--- src/rtl/nps_pkg.sv ---
`timescale 1ns / 1ps
// ----------------------------------------------------------------------------
// Scheduler package
// Shared sizes, job and result records, ALU request and sequencer states.
// ----------------------------------------------------------------------------
package nps_pkg;

  localparam int MAX_JOBS = 16;
  localparam int IDX_W    = (MAX_JOBS > 1) ? $clog2(MAX_JOBS) : 1;
  localparam int CNT_W    = $clog2(MAX_JOBS + 1);

  localparam int ARR_W   = 16;
  localparam int BURST_W = 16;
  localparam int PRIO_W  = 8;
  localparam int ID_W    = 5;
  localparam int TIME_W  = 21;
  localparam int SUM_W   = 25;

  typedef struct packed {
    logic [PRIO_W-1:0]  prio;
    logic [BURST_W-1:0] burst;
    logic [ARR_W-1:0]   arr;
  } job_t;

  localparam int JOB_W       = $bits(job_t);
  localparam int IN_TDATA_W  = ((JOB_W + 7) / 8) * 8;
  localparam int OUT_BITS    = ID_W + 3 * TIME_W + 2 * SUM_W;
  localparam int OUT_TDATA_W = ((OUT_BITS + 7) / 8) * 8;

  typedef struct packed {
    logic [SUM_W-1:0] a;
    logic [SUM_W-1:0] b;
    logic             sub;
  } alu_req_t;

  typedef struct packed {
    logic              valid;
    logic [ID_W-1:0]   job_id;
    logic [TIME_W-1:0] ct;
    logic [TIME_W-1:0] tat;
    logic [TIME_W-1:0] wt;
    logic [SUM_W-1:0]  tsum;
    logic [SUM_W-1:0]  wsum;
    logic              drop;
    logic              last;
  } result_t;

  typedef enum logic [3:0] {
    S_IDLE,
    S_SCAN_E,
    S_SCAN_B,
    S_CT,
    S_TAT,
    S_WT,
    S_TSUM,
    S_WSUM,
    S_EMIT
  } state_e;

endpackage

--- src/rtl/nps_ram.sv ---
`timescale 1ns / 1ps
// ----------------------------------------------------------------------------
// Generic RAM
// One write port and one read port with registered read data.
// ----------------------------------------------------------------------------
module nps_ram #(
  parameter int WIDTH = 40,
  parameter int DEPTH = 16,
  parameter int AW    = (DEPTH > 1) ? $clog2(DEPTH) : 1
) (
  input  logic             clk_i,
  input  logic             we_i,
  input  logic [AW-1:0]    waddr_i,
  input  logic [WIDTH-1:0] wdata_i,
  input  logic [AW-1:0]    raddr_i,
  output logic [WIDTH-1:0] rdata_o
);

  logic [WIDTH-1:0] mem_q [DEPTH];

  always_ff @(posedge clk_i) begin
    if (we_i) begin
      mem_q[waddr_i] <= wdata_i;
    end
    rdata_o <= mem_q[raddr_i];
  end

endmodule

--- src/rtl/nps_alu.sv ---
`timescale 1ns / 1ps
// ----------------------------------------------------------------------------
// Shared adder
// Add or subtract unit used for the completion, turnaround, waiting and sum updates of the schedule.
// ----------------------------------------------------------------------------
module nps_alu (
  input  nps_pkg::alu_req_t         req_i,
  output logic [nps_pkg::SUM_W-1:0] res_o
);
  import nps_pkg::*;

  always_comb begin
    if (req_i.sub) begin
      res_o = req_i.a - req_i.b;
    end else begin
      res_o = req_i.a + req_i.b;
    end
  end

endmodule

--- src/rtl/nps_ctrl.sv ---
`timescale 1ns / 1ps
// ----------------------------------------------------------------------------
// Scheduler sequencer
// Loads jobs, scans the job store for each pick and steps the shared adder.
// ----------------------------------------------------------------------------
module nps_ctrl (
  input  logic                      clk_i,
  input  logic                      rst_ni,
  input  logic                      in_valid_i,
  output logic                      in_ready_o,
  input  nps_pkg::job_t             in_job_i,
  input  logic                      in_last_i,
  output logic                      ram_we_o,
  output logic [nps_pkg::IDX_W-1:0] ram_waddr_o,
  output nps_pkg::job_t             ram_wdata_o,
  output logic [nps_pkg::IDX_W-1:0] ram_raddr_o,
  input  nps_pkg::job_t             ram_rdata_i,
  output nps_pkg::alu_req_t         alu_req_o,
  input  logic [nps_pkg::SUM_W-1:0] alu_res_i,
  output nps_pkg::result_t          emit_o,
  input  logic                      emit_ok_i
);
  import nps_pkg::*;

  state_e              state_q, state_d;
  logic [CNT_W-1:0]    cnt_q, cnt_d;
  logic [CNT_W-1:0]    k_q, k_d;
  logic [CNT_W-1:0]    idx_q, idx_d;
  logic                pend_q, pend_d;
  logic                ovf_q, ovf_d;
  logic [MAX_JOBS-1:0] done_q, done_d;
  logic [TIME_W-1:0]   time_q, time_d;
  logic [SUM_W-1:0]    tsum_q, tsum_d;
  logic [SUM_W-1:0]    wsum_q, wsum_d;
  logic                efound_q, efound_d;
  logic                bfound_q, bfound_d;

  logic [IDX_W-1:0]    pidx_q, pidx_d;
  logic [ARR_W-1:0]    earl_q, earl_d;
  job_t                best_q, best_d;
  logic [IDX_W-1:0]    bidx_q, bidx_d;
  logic [TIME_W-1:0]   tat_q, tat_d;
  logic [TIME_W-1:0]   wt_q, wt_d;

  logic                is_last;
  logic [31:0]         id_full;

  assign is_last = (k_q == cnt_q - CNT_W'(1));
  assign id_full = 32'(bidx_q) + 32'd1;

  always_comb begin
    state_d  = state_q;
    cnt_d    = cnt_q;
    k_d      = k_q;
    idx_d    = idx_q;
    pend_d   = pend_q;
    ovf_d    = ovf_q;
    done_d   = done_q;
    time_d   = time_q;
    tsum_d   = tsum_q;
    wsum_d   = wsum_q;
    efound_d = efound_q;
    bfound_d = bfound_q;
    pidx_d   = pidx_q;
    earl_d   = earl_q;
    best_d   = best_q;
    bidx_d   = bidx_q;
    tat_d    = tat_q;
    wt_d     = wt_q;

    in_ready_o  = 1'b0;
    ram_we_o    = 1'b0;
    ram_waddr_o = cnt_q[IDX_W-1:0];
    ram_wdata_o = in_job_i;
    ram_raddr_o = idx_q[IDX_W-1:0];
    alu_req_o   = '0;

    emit_o        = '0;
    emit_o.job_id = id_full[ID_W-1:0];
    emit_o.ct     = time_q;
    emit_o.tat    = tat_q;
    emit_o.wt     = wt_q;
    emit_o.tsum   = is_last ? tsum_q : '0;
    emit_o.wsum   = is_last ? wsum_q : '0;
    emit_o.drop   = ovf_q;
    emit_o.last   = is_last;

    case (state_q)
      S_IDLE: begin
        in_ready_o = 1'b1;
        if (in_valid_i) begin
          if (cnt_q < CNT_W'(MAX_JOBS)) begin
            ram_we_o = 1'b1;
            cnt_d    = cnt_q + CNT_W'(1);
          end else begin
            ovf_d = 1'b1;
          end
          if (in_last_i) begin
            state_d  = S_SCAN_E;
            idx_d    = '0;
            pend_d   = 1'b0;
            efound_d = 1'b0;
            k_d      = '0;
          end
        end
      end
      S_SCAN_E: begin
        if (idx_q < cnt_q) begin
          pend_d = 1'b1;
          pidx_d = idx_q[IDX_W-1:0];
          idx_d  = idx_q + CNT_W'(1);
        end else begin
          pend_d = 1'b0;
        end
        if (pend_q && !done_q[pidx_q]) begin
          if (!efound_q || (ram_rdata_i.arr < earl_q)) begin
            earl_d   = ram_rdata_i.arr;
            efound_d = 1'b1;
          end
        end
        if ((idx_q >= cnt_q) && !pend_q) begin
          if (TIME_W'(earl_q) > time_q) begin
            time_d = TIME_W'(earl_q);
          end
          idx_d    = '0;
          bfound_d = 1'b0;
          state_d  = S_SCAN_B;
        end
      end
      S_SCAN_B: begin
        if (idx_q < cnt_q) begin
          pend_d = 1'b1;
          pidx_d = idx_q[IDX_W-1:0];
          idx_d  = idx_q + CNT_W'(1);
        end else begin
          pend_d = 1'b0;
        end
        if (pend_q && !done_q[pidx_q] && (TIME_W'(ram_rdata_i.arr) <= time_q)) begin
          if (!bfound_q || (ram_rdata_i.prio < best_q.prio) ||
              ((ram_rdata_i.prio == best_q.prio) && (ram_rdata_i.arr < best_q.arr))) begin
            best_d   = ram_rdata_i;
            bidx_d   = pidx_q;
            bfound_d = 1'b1;
          end
        end
        if ((idx_q >= cnt_q) && !pend_q) begin
          state_d = S_CT;
        end
      end
      S_CT: begin
        alu_req_o.a   = SUM_W'(time_q);
        alu_req_o.b   = SUM_W'(best_q.burst);
        alu_req_o.sub = 1'b0;
        time_d        = alu_res_i[TIME_W-1:0];
        state_d       = S_TAT;
      end
      S_TAT: begin
        alu_req_o.a   = SUM_W'(time_q);
        alu_req_o.b   = SUM_W'(best_q.arr);
        alu_req_o.sub = 1'b1;
        tat_d         = alu_res_i[TIME_W-1:0];
        state_d       = S_WT;
      end
      S_WT: begin
        alu_req_o.a   = SUM_W'(tat_q);
        alu_req_o.b   = SUM_W'(best_q.burst);
        alu_req_o.sub = 1'b1;
        wt_d          = alu_res_i[TIME_W-1:0];
        state_d       = S_TSUM;
      end
      S_TSUM: begin
        alu_req_o.a   = tsum_q;
        alu_req_o.b   = SUM_W'(tat_q);
        alu_req_o.sub = 1'b0;
        tsum_d        = alu_res_i;
        state_d       = S_WSUM;
      end
      S_WSUM: begin
        alu_req_o.a   = wsum_q;
        alu_req_o.b   = SUM_W'(wt_q);
        alu_req_o.sub = 1'b0;
        wsum_d        = alu_res_i;
        state_d       = S_EMIT;
      end
      S_EMIT: begin
        emit_o.valid = 1'b1;
        if (emit_ok_i) begin
          if (is_last) begin
            done_d  = '0;
            cnt_d   = '0;
            ovf_d   = 1'b0;
            time_d  = '0;
            tsum_d  = '0;
            wsum_d  = '0;
            k_d     = '0;
            state_d = S_IDLE;
          end else begin
            done_d[bidx_q] = 1'b1;
            k_d      = k_q + CNT_W'(1);
            idx_d    = '0;
            pend_d   = 1'b0;
            efound_d = 1'b0;
            state_d  = S_SCAN_E;
          end
        end
      end
      default: begin
        state_d = S_IDLE;
      end
    endcase
  end

  always_ff @(posedge clk_i or negedge rst_ni) begin
    if (!rst_ni) begin
      state_q  <= S_IDLE;
      cnt_q    <= '0;
      k_q      <= '0;
      idx_q    <= '0;
      pend_q   <= 1'b0;
      ovf_q    <= 1'b0;
      done_q   <= '0;
      time_q   <= '0;
      tsum_q   <= '0;
      wsum_q   <= '0;
      efound_q <= 1'b0;
      bfound_q <= 1'b0;
    end else begin
      state_q  <= state_d;
      cnt_q    <= cnt_d;
      k_q      <= k_d;
      idx_q    <= idx_d;
      pend_q   <= pend_d;
      ovf_q    <= ovf_d;
      done_q   <= done_d;
      time_q   <= time_d;
      tsum_q   <= tsum_d;
      wsum_q   <= wsum_d;
      efound_q <= efound_d;
      bfound_q <= bfound_d;
    end
  end

  always_ff @(posedge clk_i) begin
    pidx_q <= pidx_d;
    earl_q <= earl_d;
    best_q <= best_d;
    bidx_q <= bidx_d;
    tat_q  <= tat_d;
    wt_q   <= wt_d;
  end

endmodule

--- src/rtl/nonpreemptive_priority_scheduler_unit.sv ---
`timescale 1ns / 1ps
// ----------------------------------------------------------------------------
// Non-preemptive priority scheduler
// Collects a batch of jobs and returns one timing record per job in run order.
// ----------------------------------------------------------------------------
// Jobs enter on the slave stream, one beat per job, and are numbered from 1 in
// load order. A beat with tlast set closes the batch and starts the schedule;
// jobs beyond the store capacity are dropped and flagged in tuser of every
// result. Loading accepts one beat per cycle.
// Each result beat carries the job id, completion, turnaround and waiting
// times; the beat with tlast set is the final one and also carries the totals.
// Every pick makes two passes over the n stored jobs through the single read
// port of the job store (earliest pending arrival, then best ready job),
// followed by the completion, turnaround, waiting and total updates on the
// shared adder and a hand-off step that passes the result to the output register.
// The slave side is not ready while a batch is being scheduled.
// A stalled receiver holds the output register; the sequencer waits at its
// hand-off step until the register drains. After the final result the next
// batch can be loaded at once, with time starting again at zero.
// Reset clears the batch state and the output valid flag; no job is held.
// ----------------------------------------------------------------------------
module nonpreemptive_priority_scheduler_unit (
  input  logic                            clk_i,
  input  logic                            rst_ni,
  input  logic                            s_axis_tvalid_i,
  output logic                            s_axis_tready_o,
  // arrival_time, burst_length, priority_level
  input  logic [nps_pkg::IN_TDATA_W-1:0]  s_axis_tdata_i,
  input  logic                            s_axis_tlast_i,
  output logic                            m_axis_tvalid_o,
  input  logic                            m_axis_tready_i,
  // job_id, completion_time, turnaround_time, waiting_time, total_turnaround,
  // total_waiting, zero padding
  output logic [nps_pkg::OUT_TDATA_W-1:0] m_axis_tdata_o,
  // dropped_jobs
  output logic                            m_axis_tuser_o,
  output logic                            m_axis_tlast_o
);
  import nps_pkg::*;

  job_t             in_job;
  logic             ram_we;
  logic [IDX_W-1:0] ram_waddr;
  job_t             ram_wdata;
  logic [IDX_W-1:0] ram_raddr;
  logic [JOB_W-1:0] ram_rdata;
  alu_req_t         alu_req;
  logic [SUM_W-1:0] alu_res;
  result_t          emit;
  logic             emit_ok;
  logic             out_valid_q;
  result_t          out_q;

  assign in_job  = job_t'(s_axis_tdata_i[JOB_W-1:0]);
  assign emit_ok = !out_valid_q || m_axis_tready_i;

  nps_ram #(
    .WIDTH (JOB_W),
    .DEPTH (MAX_JOBS),
    .AW    (IDX_W)
  ) u_store (
    .clk_i   (clk_i),
    .we_i    (ram_we),
    .waddr_i (ram_waddr),
    .wdata_i (ram_wdata),
    .raddr_i (ram_raddr),
    .rdata_o (ram_rdata)
  );

  nps_alu u_alu (
    .req_i (alu_req),
    .res_o (alu_res)
  );

  nps_ctrl u_ctrl (
    .clk_i       (clk_i),
    .rst_ni      (rst_ni),
    .in_valid_i  (s_axis_tvalid_i),
    .in_ready_o  (s_axis_tready_o),
    .in_job_i    (in_job),
    .in_last_i   (s_axis_tlast_i),
    .ram_we_o    (ram_we),
    .ram_waddr_o (ram_waddr),
    .ram_wdata_o (ram_wdata),
    .ram_raddr_o (ram_raddr),
    .ram_rdata_i (job_t'(ram_rdata)),
    .alu_req_o   (alu_req),
    .alu_res_i   (alu_res),
    .emit_o      (emit),
    .emit_ok_i   (emit_ok)
  );

  always_ff @(posedge clk_i or negedge rst_ni) begin
    if (!rst_ni) begin
      out_valid_q <= 1'b0;
    end else if (emit.valid && emit_ok) begin
      out_valid_q <= 1'b1;
    end else if (m_axis_tready_i) begin
      out_valid_q <= 1'b0;
    end
  end

  always_ff @(posedge clk_i) begin
    if (emit.valid && emit_ok) begin
      out_q <= emit;
    end
  end

  assign m_axis_tvalid_o = out_valid_q;
  assign m_axis_tdata_o  = {(OUT_TDATA_W - OUT_BITS)'(0), out_q.wsum, out_q.tsum, out_q.wt,
                            out_q.tat, out_q.ct, out_q.job_id};
  assign m_axis_tuser_o  = out_q.drop;
  assign m_axis_tlast_o  = out_q.last;

endmodule

--- config.mk ---
export PLATFORM = sky130hd
export DESIGN_NAME = nonpreemptive_priority_scheduler_unit
export DESIGN_NICKNAME = d
export VERILOG_FILES = /design/src/rtl/nps_pkg.sv /design/src/rtl/nps_ram.sv /design/src/rtl/nps_alu.sv /design/src/rtl/nps_ctrl.sv /design/src/rtl/nonpreemptive_priority_scheduler_unit.sv
export SDC_FILE = /design/constraint.sdc
export NUM_CORES = 1
export LEC_CHECK = 0
export BUFFER_PORTS_ARGS = -buffer_cell sky130_fd_sc_hd__buf_2
export CORE_ASPECT_RATIO = 0.7
export CORE_MARGIN = 8
export CORE_UTILIZATION = 44
export CTS_CLUSTER_SIZE = 25
export DETAILED_ROUTE_END_ITERATION = 7
export PLACE_DENSITY = 0.58
export SYNTH_ARGS = -nofsm -noshare
export SYNTH_HDL_FRONTEND = slang
export SYNTH_HIERARCHICAL = 1
export SYNTH_SLANG_ARGS = --single-unit
--- constraint.sdc ---
create_clock -name clk_i -period 6.9 [get_ports clk_i]
set_input_delay 2.07 -clock clk_i [delete_from_list [all_inputs] [get_ports clk_i]]
set_output_delay 2.07 -clock clk_i [all_outputs]
set_load 0.02 [all_outputs]
# Yosys cells after proc, flatten, opt, wreduce, memory -nomap -nowiden
# Memories as Yosys holds them, arrays and structs flattened. A register that Yosys moved wholly into a read port is not among the register bits.
# Cells that the tools add are included.
# totals
ramBits	640
ff_bits	337
output_inout_bits	124
mem_count	1
in_bits	45
# classes
eq_ne	24
reduce_logical	41
add_sub_neg	7
n_bitwise	1
order_cmp	11
n_mux	65
# mem_list
memory	words	width	read_ports	rd_clocked_by_memory_dff	wr	line_no	text
u_store.mem_q	16	40	1	1	1	nps_ram.sv:19	logic [WIDTH-1:0] mem_q [DEPTH];
# op_table
cell	count
$pmux 51 s5	1
$pmux 25 s2	2
$mux 21	4
$mux 25	3
$pmux 21 s3	1
$mux 5	12
$pmux 4 s9	1
$lt 16x16->1	2
$reduce_and 5->1	6
$mux 1	26
$add 25x25->25	1
$sub 25x25->25	1
$gt 16x21->1	1
$le 16x21->1	1
$mux 4	5
$pmux 5 s2	2
$pmux 5 s4	1
$ne 2x1->1 const B	9
$eq 4x3->1 const B	4
$mux 16	1
$or 16x16->16	1
$add 5x1->5 const B	3
$reduce_and 3->1	4
$lt 4x5->1 const B	2
28 further kinds	55

# Logic depth before layout (Yosys ltp)
# depth
depth_word	7
ltp_mapped	27

# By module
# Netlist, hierarchy kept.
# by_module_without_submodules
module	n_inst	cells_per_inst	area_per_inst_um2
nps_ram	1	1040	25132.9
nps_ctrl	1	1089	11653.7
nonpreemptive_priority_scheduler_unit	1	127	3676.0
nps_alu	1	269	1841.8

# Worst setup path after synthesis
# Ideal clock, no wire load.
# synth_path
kind	in2reg
startpoint	input s_axis_tvalid_i
endpoint	memory u_store.mem_q[0][0] (enable)
stages	4
t_required_ps	6413
arrival_ps	5741
setup_ps	487
setup_slack_ps	672
cell_sequence	and3_1 -> clkbuf_1 -> or3b_2 -> nor3_1
# synth_via
elab_chain_cells	4
# synth_lines
item	line_no	text
from (decl)	nonpreemptive_priority_scheduler_unit.sv:25	input logic s_axis_tvalid_i,
$mux 1	nps_ctrl.sv:91	if (in_valid_i) begin
$mux 1	nps_ctrl.sv:88	case (state_q)
via ram_we	nonpreemptive_priority_scheduler_unit.sv:42	logic ram_we;
$mux 1	nps_ram.sv:22	if (we_i) begin
$mux 1 (not written as such)	nps_ram.sv:23	mem_q[waddr_i] <= wdata_i;
to (decl)	nps_ram.sv:19	
# The timed path passes the listed nets, and every way through them passes these cells.

==> results_dict.tcl <==
set metrics [dict create \
    status "finished, final reports clean" \
    path_class "register to register" \
    fin_crit_sh_pct 92.5 \
    synth_edf_count 866 \
    power_density_mw_per_mm2 255 \
    ys_seq_area_share_pct 69.9 \
    die-area_sq_mm 0.106 \
    holdPathStages 0 \
    yosysWarnings 6 \
    numCtsBuffers 96 \
    synthArstFlopShare_pct 10.9 \
    cts_sinks 1017 \
    whs_ns 0.403 \
    seqCellArea_sq_mm 0.0296 \
    clk_pin_slew_ns 0.06 \
    slew_violations 0 \
    via_per_inst 5.92 \
    multiInputGateArea_sq_mm 0.0114 \
    tns_ns 0 \
    layout-drive-gt1-share_pct 18.8 \
    areaGrowthSynthToFinish_pct 12.1 \
    max_freq_mhz 157 \
    yosys.cell_types.count 83 \
    hp-class "register to register" \
    final_util_pct 49.6 \
    cts_buffer_depth 3 \
    crit_path_end_kind "register" \
    place.gp.congestion 0.909 \
    hp-start "u_store/rdata_o[25]" \
    fin_area_sq_mm 0.0474 \
    post-cts-setup-buffer-count 0 \
    fillerInstances 7910 \
    cp.arrival_ns 6.98 \
    min_to "u_ctrl/best_q[25]" \
    dr.pass1.iters 7 \
    hold_viol_final 0 \
    ctsHoldBuffers 0 \
    htree_levels 3 \
    setup_violations 0 \
    drtIter0Drc 2721 \
    io_buffer_count 166 \
    root_buffer "clkbuf_16" \
    grtUsageTotal_pct 20.4 \
    fp.dieW_um 387 \
    r2r_end "u_ctrl/wsum_q[21]" \
    r2r_start "u_ctrl/state_q[3]" \
    grt_antenna_before_repair 14 \
    r2r_slack_ns 0.51 \
    synth.cell_area_sq_mm 0.0423 \
    routed_wl_um 111000 \
    skew_ns 0.0281 \
    fin_nets 2828 \
    synthTopCellsByArea "edfxtp_1, dfrtp_1, mux4_2" \
    fp-row-count 95 \
    worstPathMaxFanout 16 \
    placed_area_sq_mm 0.0442 \
    syn_inst 2525 \
    ios 169 \
    reg2reg_depth 20 \
    drtAntennaViolNets 0 \
    grt_pass1_vias 23611 \
    cts_resized 0 \
    grt-ovfl-total 0 \
    worst_slew_pin_slew_ns 1.21 \
    grt_pass1_wl_um 162000 \
    core-area_sq_mm 0.0957 \
    drv_cap 0 \
    start_util_pct 44.2 \
    tritoncts "yes" \
    num_vias 23783 \
    cp.required_ns 7.50 \
    chipHeight_um 275 \
    ys_ff_latch 1017 \
    dpl.hpwl_um 70700 \
    synth.avg_cell_area_sq_um 16.8 \
    synth_top_cell_by_area "edfxtp_1" \
    startpoint_type "register" \
    period_minus_slack_ns 6.39 \
    synth_top_area_share_pct 61.5 \
    rsz0062_at_grt "no" \
    p_leak_nw 17.1 \
    grt_max_degree 126 \
    drt-wirelength-per-cell_um 27.7 \
    max-vdd-ir-drop_mv 0.196 \
    synth_flop_cell "edfxtp_1" \
    clock_latency_ns 0.70 \
    drc 0 \
    relSlewSlack_pct 19.3 \
]
[cells in the final DEF (no fill, tap or decap), drive strengths merged, types with 10 or more instances in the layout]
| master | Yosys | final |
|---|---|---|
| nand4 | 16 | 16 |
| o21ai | 60 | 60 |
| xnor2 | 37 | 37 |
| a21oi | 64 | 64 |
| nand2b | 14 | 14 |
| buf | 99 | 217 |
| nor2 | 76 | 76 |
| nor2b | 14 | 14 |
| mux4 | 164 | 164 |
| nand2 | 157 | 157 |
| bufinv | 0 | 11 |
| a21o | 22 | 22 |
| a22o | 39 | 39 |
| dfrtp | 111 | 111 |
| nor3 | 54 | 54 |
| clkinv | 0 | 33 |
| nand3 | 47 | 47 |
| a22oi | 95 | 95 |
| mux2i | 18 | 18 |
| clkbuf | 71 | 118 |
| edfxtp | 866 | 866 |
| a222oi | 37 | 37 |
| o21a | 10 | 10 |
| dfxtp | 40 | 40 |
| inv | 116 | 122 |
| a31oi | 31 | 31 |
| xor2 | 16 | 16 |
| ha | 108 | 108 |
| and3 | 34 | 34 |
[cell type report]
class | count | share of cell area (%)
Sequential cell | 1017 | 62.4
Multi-Input combinational cell | 1226 | 24.1
Clock buffer | 118 | 5.33
Tap cell | 1261 | 3.33
Timing Repair Buffer | 217 | 2.59
Clock inverter | 58 | 1.34
Inverter | 116 | 0.918
Antenna cell | 5 | 0.0264
[Yosys cell counts, types with 6 or more instances]
master / instances
dfxtp_1: 40
mux4_2: 104
a31oi_1: 31
nor2b_1: 14
o21bai_1: 7
edfxtp_1: 866
nor2_1: 76
inv_1: 114
o21a_1: 10
a21o_1: 22
nand2b_1: 13
buf_2: 26
clkbuf_1: 71
nand2_1: 155
buf_4: 56
dfrtp_1: 111
a22o_1: 39
o31ai_1: 9
buf_12: 11
o21ai_1: 7
ha_1: 108
a21oi_1: 64
nand4_1: 16
o21ai_0: 53
and3_1: 34
o211ai_1: 6
a22oi_1: 95
nor3_1: 54
nor4_1: 7
xnor2_1: 37
a222oi_1: 37
mux4_1: 60
xor2_1: 16
mux2i_1: 18
nand3_1: 47
[sequential cells by signal, indices dropped and copies added (netlist names), 5 cells and up]
name / flops
u_ctrl/cnt_q: 5
u_ctrl/done_q: 16
u_ctrl/k_q: 5
u_ctrl/wt_q: 21
u_ctrl/best_q: 40
u_store/rdata_o: 40
u_ctrl/idx_q: 5
u_ctrl/earl_q: 16
u_ctrl/wsum_q: 25
u_store/mem_q: 640
u_ctrl/tsum_q: 25
u_ctrl/time_q: 21
m_axis_tdata_o: 118
u_ctrl/tat_q: 21
[how the worst max path moves through the flow]
stage / cells after the start / slack, ns / start / end
floorplan: 4 / 0.67 / s_axis_tvalid_i / u_store/mem_q[0][0]
global placement: 19 / 0.86 / u_ctrl/state_q[3] / u_ctrl/tsum_q[21]
detailed placement: 17 / 0.73 / u_ctrl/state_q[3] / u_ctrl/tsum_q[19]
CTS: 19 / 0.72 / u_ctrl/state_q[3] / u_ctrl/wsum_q[21]
global route: 20 / 0.1 / u_ctrl/state_q[3] / u_ctrl/wsum_q[21]
finish: 20 / 0.51 / u_ctrl/state_q[3] / u_ctrl/wsum_q[21]
[per-layer routing]
layer,part of all wire [%],global-route usage [%],vias to the layer above,wire length (um)
met4,1.8,4.23,6,1960
met1,46,30.9,12412,51500
met5,0.031,0,-,35
met3,8.1,4.78,146,8990
li1,-,-,10290,-
met2,44,30.2,929,48900
[critical path, stage by stage (launching register included)]
cell	delay, ns
dfrtp_1	0.63
nand2b_1	0.39
nor2_1	0.11
and2_2	0.22
or2_1	0.47
nand2_1	0.16
nand2_1	0.12
nor3_1	0.65
a31oi_1	0.35
nor2_1	0.57
o21ai_0	0.24
xnor2_1	0.18
ha_1	0.39
nand2_2	0.17
nor2_1	0.07
a22o_1	0.22
a2111oi_2	0.72
o21bai_1	0.15
xnor2_1	0.26
nand3_1	0.09
o21ai_0	0.12
[metrics by stage]
| step | power [mW] | instances | setup slack [ns] |
|---|---|---|---|
| detailed placement | 6.86 | 3837 | 0.733 |
| CTS | 12.2 | 4013 | 0.724 |
| floorplan | 6.83 | 2529 | 0.672 |
| global placement | 6.86 | 3837 | 0.858 |
| global route | 12.4 | 4015 | 0.0961 |
| finish | 12.1 | 4018 | 0.515 |
[logic make-up (layout without fill, tap and decap cells)]
logic type / Yosys count / count (layout) / share of synthesized area (%)
compound gates: 415 / 415 / 7.03
xor+xnor: 53 / 53 / 1.10
fa+ha+maj: 109 / 109 / 3.24
buf+inv: 286 / 509 / 3.59
flops: 1017 / 1017 / 69.9
mux: 188 / 188 / 9.85
other cells: 2 / 11 / 0.0178
simple gates: 455 / 455 / 5.24
[where the power goes]
part	switching, mW	internal [mW]	total (mW)
sequential	0.0000000000000000792	6.64	6.64
combinational	0.0733	0.0165	0.0899
clock	2.32	3.03	5.35
Note: power is estimated with default switching activity, not from simulation.
